File: src/rtl/core/hbpwm_pkg.sv
// ----------------------------------------------------------------------------
// hbpwm_pkg
// Shared constants and types for the H-bridge PWM with dead time and brake.
// ----------------------------------------------------------------------------
package hbpwm_pkg;

    localparam int STEPS_PER_PERIOD_DEF = 100;

    localparam int DUTY_W  = 8;
    localparam int CFG_W   = 16;
    localparam int INDEX_W = 8;

    localparam logic [CFG_W-1:0] STEP_PRESCALE_RST = 16'd9;
    localparam logic [CFG_W-1:0] DEAD_TIME_RST     = 16'd1;

    typedef enum logic [INDEX_W-1:0] {
        REG_STEP_PRESCALE = 8'd0,
        REG_DEAD_TIME     = 8'd1
    } reg_index_t;

    typedef struct packed {
        logic braking;
        logic drive_b;
        logic drive_a;
    } drive_t;

endpackage

File: src/rtl/core/hbpwm_core.sv
// ----------------------------------------------------------------------------
// hbpwm_core
// Prescaler, period step counter, dead-time and brake sequencing. Updates the
// bridge state on each accepted tick and presents the updated levels.
// ----------------------------------------------------------------------------
module hbpwm_core
    import hbpwm_pkg::*;
#(
    parameter int STEPS_PER_PERIOD = STEPS_PER_PERIOD_DEF
)
(
    input  logic                     clk,
    input  logic                     rst_n,
    input  logic                     tick,
    input  logic signed [DUTY_W-1:0] duty,
    input  logic                     brake_request,
    input  logic        [CFG_W-1:0]  step_prescale,
    input  logic        [CFG_W-1:0]  dead_time,
    output drive_t                   result
);

    localparam int STEP_W = $clog2(STEPS_PER_PERIOD + 1);
    localparam int CMP_W  = (STEP_W > DUTY_W) ? STEP_W : DUTY_W;
    localparam logic [STEP_W-1:0] STEP_END = STEP_W'(STEPS_PER_PERIOD);

    logic [CFG_W-1:0]  prescale_reg, prescale_next;
    logic [STEP_W-1:0] step_reg, step_next;
    logic              brake_reg, brake_next;
    logic              level_a_reg, level_a_next;
    logic              level_b_reg, level_b_next;

    logic [DUTY_W-1:0] mag;
    logic              dir_neg;
    logic              dir_pos;
    logic [STEP_W-1:0] step_inc;
    logic              off_hit;

    always_comb
    begin
        if (brake_request)
        begin
            mag = '0;
        end
        else if (duty[DUTY_W-1])
        begin
            mag = ~duty + DUTY_W'(1);
        end
        else
        begin
            mag = duty;
        end
        dir_neg  = !brake_request && duty[DUTY_W-1];
        dir_pos  = !brake_request && !duty[DUTY_W-1] && (duty != '0);
        step_inc = step_reg + STEP_W'(1);
        off_hit  = (CMP_W'(step_inc) == CMP_W'(mag));
    end

    always_comb
    begin
        prescale_next = prescale_reg;
        step_next     = step_reg;
        brake_next    = brake_reg;
        level_a_next  = level_a_reg;
        level_b_next  = level_b_reg;
        if (tick)
        begin
            if (prescale_reg != '0)
            begin
                prescale_next = prescale_reg - CFG_W'(1);
            end
            else
            begin
                prescale_next = step_prescale;
                if (step_reg != STEP_END)
                begin
                    step_next = step_inc;
                    if (off_hit)
                    begin
                        level_a_next = 1'b0;
                        level_b_next = 1'b0;
                        brake_next   = 1'b0;
                    end
                    else if (brake_request && !brake_reg)
                    begin
                        if (level_a_reg || level_b_reg)
                        begin
                            prescale_next = dead_time;
                            level_a_next  = 1'b0;
                            level_b_next  = 1'b0;
                        end
                        else
                        begin
                            level_a_next = 1'b1;
                            level_b_next = 1'b1;
                            brake_next   = 1'b1;
                        end
                    end
                end
                else if (dir_neg)
                begin
                    if (level_a_reg)
                    begin
                        prescale_next = dead_time;
                        level_a_next  = 1'b0;
                        level_b_next  = 1'b0;
                    end
                    else
                    begin
                        level_a_next = 1'b0;
                        level_b_next = 1'b1;
                        step_next    = '0;
                    end
                    brake_next = 1'b0;
                end
                else if (dir_pos)
                begin
                    if (level_b_reg)
                    begin
                        prescale_next = dead_time;
                        level_a_next  = 1'b0;
                        level_b_next  = 1'b0;
                    end
                    else
                    begin
                        level_a_next = 1'b1;
                        level_b_next = 1'b0;
                        step_next    = '0;
                    end
                    brake_next = 1'b0;
                end
                else if (!brake_reg)
                begin
                    level_a_next = 1'b0;
                    level_b_next = 1'b0;
                end
                else
                begin
                    step_next = STEP_W'(1);
                end
            end
        end
    end

    always_ff @(posedge clk or negedge rst_n)
    begin
        if (!rst_n)
        begin
            prescale_reg <= '0;
            step_reg     <= '0;
            brake_reg    <= 1'b0;
            level_a_reg  <= 1'b0;
            level_b_reg  <= 1'b0;
        end
        else
        begin
            prescale_reg <= prescale_next;
            step_reg     <= step_next;
            brake_reg    <= brake_next;
            level_a_reg  <= level_a_next;
            level_b_reg  <= level_b_next;
        end
    end

    assign result.drive_a = level_a_next;
    assign result.drive_b = level_b_next;
    assign result.braking = brake_next;

    a_brake_both_high: assert property (@(posedge clk) disable iff (!rst_n)
        brake_reg == (level_a_reg && level_b_reg))
        else $error("brake state and bridge levels disagree");

    a_step_range: assert property (@(posedge clk) disable iff (!rst_n)
        step_reg <= STEP_END)
        else $error("step count beyond period end");

    a_idle_hold: assert property (@(posedge clk) disable iff (!rst_n)
        !tick |=> $stable(prescale_reg) && $stable(step_reg) && $stable(brake_reg))
        else $error("state moved without a tick");

endmodule

File: src/rtl/core/h_bridge_pwm_dead_time.sv
// ----------------------------------------------------------------------------
// h_bridge_pwm_dead_time
// H-bridge PWM driver with prescaled period steps, dead time and brake.
//
//   channel  dir  handshake                  payload
//   s_axis   in   s_axis_tvalid/tready      tdata duty, tuser brake_request
//   m_axis   out  m_axis_tvalid/tready      tdata drive_a/drive_b, tuser braking
//   cfg      in   cfg_valid/cfg_ready       cfg_index, cfg_data
//
// One tick accepted per clock while s_axis_tready is high; levels are registered
// in a two-entry buffer (out_reg, skid_reg); tready drops while skid_reg is full.
// cfg_ready is always high; unknown indexes are dropped.
// Reset: step_prescale 9, dead_time 1, counters and both drives low.
// ----------------------------------------------------------------------------
module h_bridge_pwm_dead_time
    import hbpwm_pkg::*;
#(
    parameter int STEPS_PER_PERIOD = STEPS_PER_PERIOD_DEF
)
(
    input  logic               clk,
    input  logic               rst_n,
    input  logic               s_axis_tvalid,
    output logic               s_axis_tready,
    input  logic [7:0]         s_axis_tdata,   // [7:0] duty
    input  logic               s_axis_tuser,   // [0] brake_request
    output logic               m_axis_tvalid,
    input  logic               m_axis_tready,
    output logic [7:0]         m_axis_tdata,   // [0] drive_a, [1] drive_b
    output logic               m_axis_tuser,   // [0] braking
    input  logic               cfg_valid,
    output logic               cfg_ready,
    input  logic [INDEX_W-1:0] cfg_index,
    input  logic [CFG_W-1:0]   cfg_data
);

    logic [CFG_W-1:0] step_prescale_reg;
    logic [CFG_W-1:0] dead_time_reg;

    logic   in_acc;
    logic   out_acc;
    drive_t result;
    drive_t out_reg;
    drive_t skid_reg;
    logic   out_valid_reg;
    logic   skid_valid_reg;

    assign cfg_ready = 1'b1;

    always_ff @(posedge clk or negedge rst_n)
    begin
        if (!rst_n)
        begin
            step_prescale_reg <= STEP_PRESCALE_RST;
            dead_time_reg     <= DEAD_TIME_RST;
        end
        else if (cfg_valid)
        begin
            unique case (cfg_index)
                REG_STEP_PRESCALE: step_prescale_reg <= cfg_data;
                REG_DEAD_TIME:     dead_time_reg     <= cfg_data;
                default: ;
            endcase
        end
    end

    assign s_axis_tready = !skid_valid_reg;
    assign in_acc        = s_axis_tvalid && s_axis_tready;
    assign out_acc       = out_valid_reg && m_axis_tready;

    hbpwm_core #(
        .STEPS_PER_PERIOD (STEPS_PER_PERIOD)
    ) u_core (
        .clk           (clk),
        .rst_n         (rst_n),
        .tick          (in_acc),
        .duty          (signed'(s_axis_tdata)),
        .brake_request (s_axis_tuser),
        .step_prescale (step_prescale_reg),
        .dead_time     (dead_time_reg),
        .result        (result)
    );

    always_ff @(posedge clk or negedge rst_n)
    begin
        if (!rst_n)
        begin
            out_valid_reg  <= 1'b0;
            skid_valid_reg <= 1'b0;
        end
        else if (out_acc || !out_valid_reg)
        begin
            if (skid_valid_reg)
            begin
                out_valid_reg  <= 1'b1;
                skid_valid_reg <= 1'b0;
            end
            else
            begin
                out_valid_reg <= in_acc;
            end
        end
        else if (in_acc)
        begin
            skid_valid_reg <= 1'b1;
        end
    end

    always_ff @(posedge clk)
    begin
        if (out_acc || !out_valid_reg)
        begin
            if (skid_valid_reg)
            begin
                out_reg <= skid_reg;
            end
            else if (in_acc)
            begin
                out_reg <= result;
            end
        end
        else if (in_acc)
        begin
            skid_reg <= result;
        end
    end

    assign m_axis_tvalid = out_valid_reg;
    assign m_axis_tdata  = {6'b0, out_reg.drive_b, out_reg.drive_a};
    assign m_axis_tuser  = out_reg.braking;

    a_skid_behind_out: assert property (@(posedge clk) disable iff (!rst_n)
        skid_valid_reg |-> out_valid_reg)
        else $error("skid entry held without a head entry");

    a_stall_to_skid: assert property (@(posedge clk) disable iff (!rst_n)
        (in_acc && out_valid_reg && !m_axis_tready) |=> skid_valid_reg)
        else $error("beat accepted under stall not buffered");

    a_drain: assert property (@(posedge clk) disable iff (!rst_n)
        (out_acc && !in_acc && !skid_valid_reg) |=> !out_valid_reg)
        else $error("result repeated after delivery");

endmodule
File: config.mk
export PLATFORM = sky130hd
export DESIGN_NAME = h_bridge_pwm_dead_time
export DESIGN_NICKNAME = d
export VERILOG_FILES = /design/src/rtl/core/hbpwm_pkg.sv /design/src/rtl/core/hbpwm_core.sv /design/src/rtl/core/h_bridge_pwm_dead_time.sv
export SDC_FILE = /design/constraint.sdc
export NUM_CORES = 1
export LEC_CHECK = 0
export BUFFER_PORTS_ARGS = -buffer_cell sky130_fd_sc_hd__buf_4
export CAP_MARGIN = 0
export CORE_UTILIZATION = 52
export DETAILED_ROUTE_END_ITERATION = 7
export PLACE_DENSITY = 0.76
export SLEW_MARGIN = 20
export SYNTH_ARGS = -nofsm -noshare
export SYNTH_HDL_FRONTEND = slang
export SYNTH_SLANG_ARGS = --single-unit
File: constraint.sdc
create_clock -name clk -period 2.45 [get_ports clk]
set_input_delay 0.49 -clock clk [delete_from_list [all_inputs] [get_ports clk]]
set_output_delay 0.49 -clock clk [all_outputs]
set_load 0.02 [all_outputs]
==> results_dict.tcl <==
set metrics [dict create \
    num-fill-cells 554 \
    worstHoldPathType "in2async" \
    power.leakage_nw 2.146 \
    cts-root-buf "clkbuf_8" \
    ys_seq_elements 66 \
    seq_area_frac_synth_pct 45.45 \
    io_buffers 42 \
    fin_nets 486 \
    hpwl_um 5787 \
    cts_made_buffers 9 \
    cp_cell_sequence "buf_4 > and4_4 > and3_4 > a211o_1 > a22oi_2 > nand4_2 > a21oi_4 > buf_6 > mux2i_4 > a211oi_2" \
    place_ws_ps -376.7 \
    synth.avg_cell_area_um2 10.13 \
    slew_violations 0 \
    drive_above_1_share_pct 34.60 \
    fin_cells 544 \
    ys_types 53 \
    fin_crit_sh_pct 98.90 \
    power.density_mw_per_mm2 591.4 \
    die_area_mm2 0.007474 \
    start_kind "flop" \
    die_x_um 86.45 \
    synthFlopType "dfrtp_1" \
    grt_pass1_vias 3038 \
    cts_sinks 66 \
    synthCells 366 \
    dp_cells 525 \
    h-tree-depth 3 \
    drtAntennaViolNets 0 \
    skew_ps 6.410 \
    clockBufferDepth 2 \
    synthToLayoutAreaGrowth_pct 25.81 \
    tightest_slew_ps 746.7 \
    num_antenna_cells 0 \
    insertion_delay_ps 340 \
    placementRows 30 \
    avgRoutedWirePerCell_um 15.25 \
    setup_viol 0 \
    path_buf_inv 2 \
    synth_edf_count 6 \
    crit_type "reg2reg" \
    worstPathRequired_ps 2670 \
    gp_congestion 0.8576 \
    die_h_um 86.45 \
    cts_tree "done" \
    grt_usage_pct 22.87 \
    drc 0 \
    cts-hold-fix-buffers 0 \
    rsz0062_at_grt "yes" \
    drt_iter0_markers 195 \
    grt_pass1_wl_um 13230 \
    fin_util_pct 68.30 \
    dr.pass1.iters 4 \
    wirelength_um 8296 \
    layout_setup_ws_ps 26.87 \
    clock.fmax_mhz 412.7 \
    crit_family "compound AO/OA/AOI/OAI gates" \
    synthArstFlopShare_pct 90.91 \
    max_cap_viol_count 0 \
    status "complete, no violations" \
    report.final.hold_viol_count 0 \
    ios 50 \
    crit_fanout 6 \
    post-route-min-period_ps 2423 \
    slowest_stage "dfrtp_1" \
    whs_ps 200.7 \
    antenna_found_initial 0 \
    end_kind "flop" \
    path_clk_slew_ps 70 \
    ir_drop_uv 491.8 \
    slew_headroom_pct 50.22 \
    mostFrequentLayoutCells "75 x buf_4, 57 x dfrtp_1, 34 x mux2_2" \
    crit_path_max_incr_delay_ps 430 \
    syn_area_mm2 0.003709 \
    initial_utilization_pct 54.29 \
    final.setup.tns_ps 0 \
    final_common_cell "buf_4" \
    core_area_mm2 0.006832 \
    crit_arrival_ps 2640 \
    vias 3088 \
    overflow 0 \
    grt_max_degree 61 \
    vias_per_cell 5.676 \
    yosys_warnings 0 \
]
-- routing by layer --
metal	vias up	part of all wire, %	track usage [%]
met3	16	3.4	3.143
met4	0	1.8	10.45
met5	-	0	0
met2	69	54	42.28
li1	1488	-	-
met1	1515	41	26.16
-- kinds of logic (layout without fill, tap and decap cells) --
family / Yosys count / count (layout) / share of synthesized area, %
and+or+nand+nor: 114 / 114 / 16.46
adders and majority gates: 5 / 5 / 1.687
DFF: 66 / 66 / 45.45
xor gates and xnor gates: 10 / 10 / 2.362
buffers and inverters: 30 / 107 / 4.184
other: 2 / 7 / 0.2025
muxes: 53 / 53 / 15.45
AOI/OAI and AO/OA: 86 / 86 / 14.20
-- power breakdown --
group | total (mW) | internal (mW) | switching, mW
registers | 1.38 | 1.24 | 0.146
clock network | 0.858 | 0.468 | 0.390
logic | 0.519 | 0.250 | 0.269
-- repair_timing --
item | CTS | global route
buffers inserted | 0 | 2
endpoints found under the setup margin | 2 | 20
resized for setup | 3 | 29
gates cloned | 0 | 1
pin swaps | 1 | 9
-- metrics by stage --
step	area, um^2	power [mW]
floorplan	3729	1.685
global placement	4315	1.867
detailed placement	4315	1.891
CTS	4504	2.744
global route	4666	2.893
finish	4666	2.759
-- cell usage after synthesis (all sizes together) (2+ instances only) --
cell,n,share of area (%)
a211o,2,0.47
a21o,2,0.40
a21oi,32,4.6
a22oi,2,0.54
a31oi,4,0.67
and2,2,0.34
and2b,3,0.61
and3,5,0.84
and4,2,0.47
buf,8,2.0
clkbuf,12,1.2
conb,2,0.20
dfrtp,57,38
dfstp,3,2.1
edfxtp,6,4.9
ha,5,1.7
inv,10,1.0
mux2,34,10
mux2i,19,5.1
nand2,23,2.3
nand2b,5,0.84
nand3,11,1.5
nand4,5,1.0
nor2,23,2.3
nor2b,2,0.34
nor3,9,1.2
nor3b,3,0.61
nor4,6,1.0
o211ai,2,0.40
o21ai,23,3.1
o22ai,6,1.0
o31ai,6,1.2
or3,7,1.2
or4,2,0.40
xnor2,7,1.7
xor2,3,0.71
-- worst register-to-register path: cells and delay by family (launching register included) --
kind | cells | cell delay [ps]
AOI/OAI and AO/OA | 4 | 730
and+or+nand+nor | 3 | 520
DFF | 1 | 430
buffers and inverters | 2 | 350
muxes | 1 | 260
-- path summary, 6_finish.rpt --
check                                  startpoint                      to  slack, ps  cells after the start
max                            u_core.step_reg[1]  u_core.prescale_reg[3]         30                     10
min                                         rst_n      u_core.level_a_reg        200                      1
max reg2reg                    u_core.step_reg[1]  u_core.prescale_reg[3]         30                     10
min reg2reg                u_core.prescale_reg[6]  u_core.prescale_reg[6]        500                      2
max in group asynchronous                   rst_n  u_core.prescale_reg[3]       1740                      1
min in group clk                    s_axis_tvalid           m_axis_tvalid        380                      3
-- cell type report --
type | count | area (um^2) | area share, %
well taps | 96 | 120.1 | 2.574
clock inverters | 3 | 40.04 | 0.8581
repair buffers | 81 | 648.1 | 13.89
clock buffers | 13 | 138.9 | 2.977
multi-input cells | 275 | 1996 | 42.77
inverters | 10 | 37.54 | 0.8045
flip-flops and latches | 66 | 1685 | 36.12
Note: power is estimated with default switching activity, not from simulation.
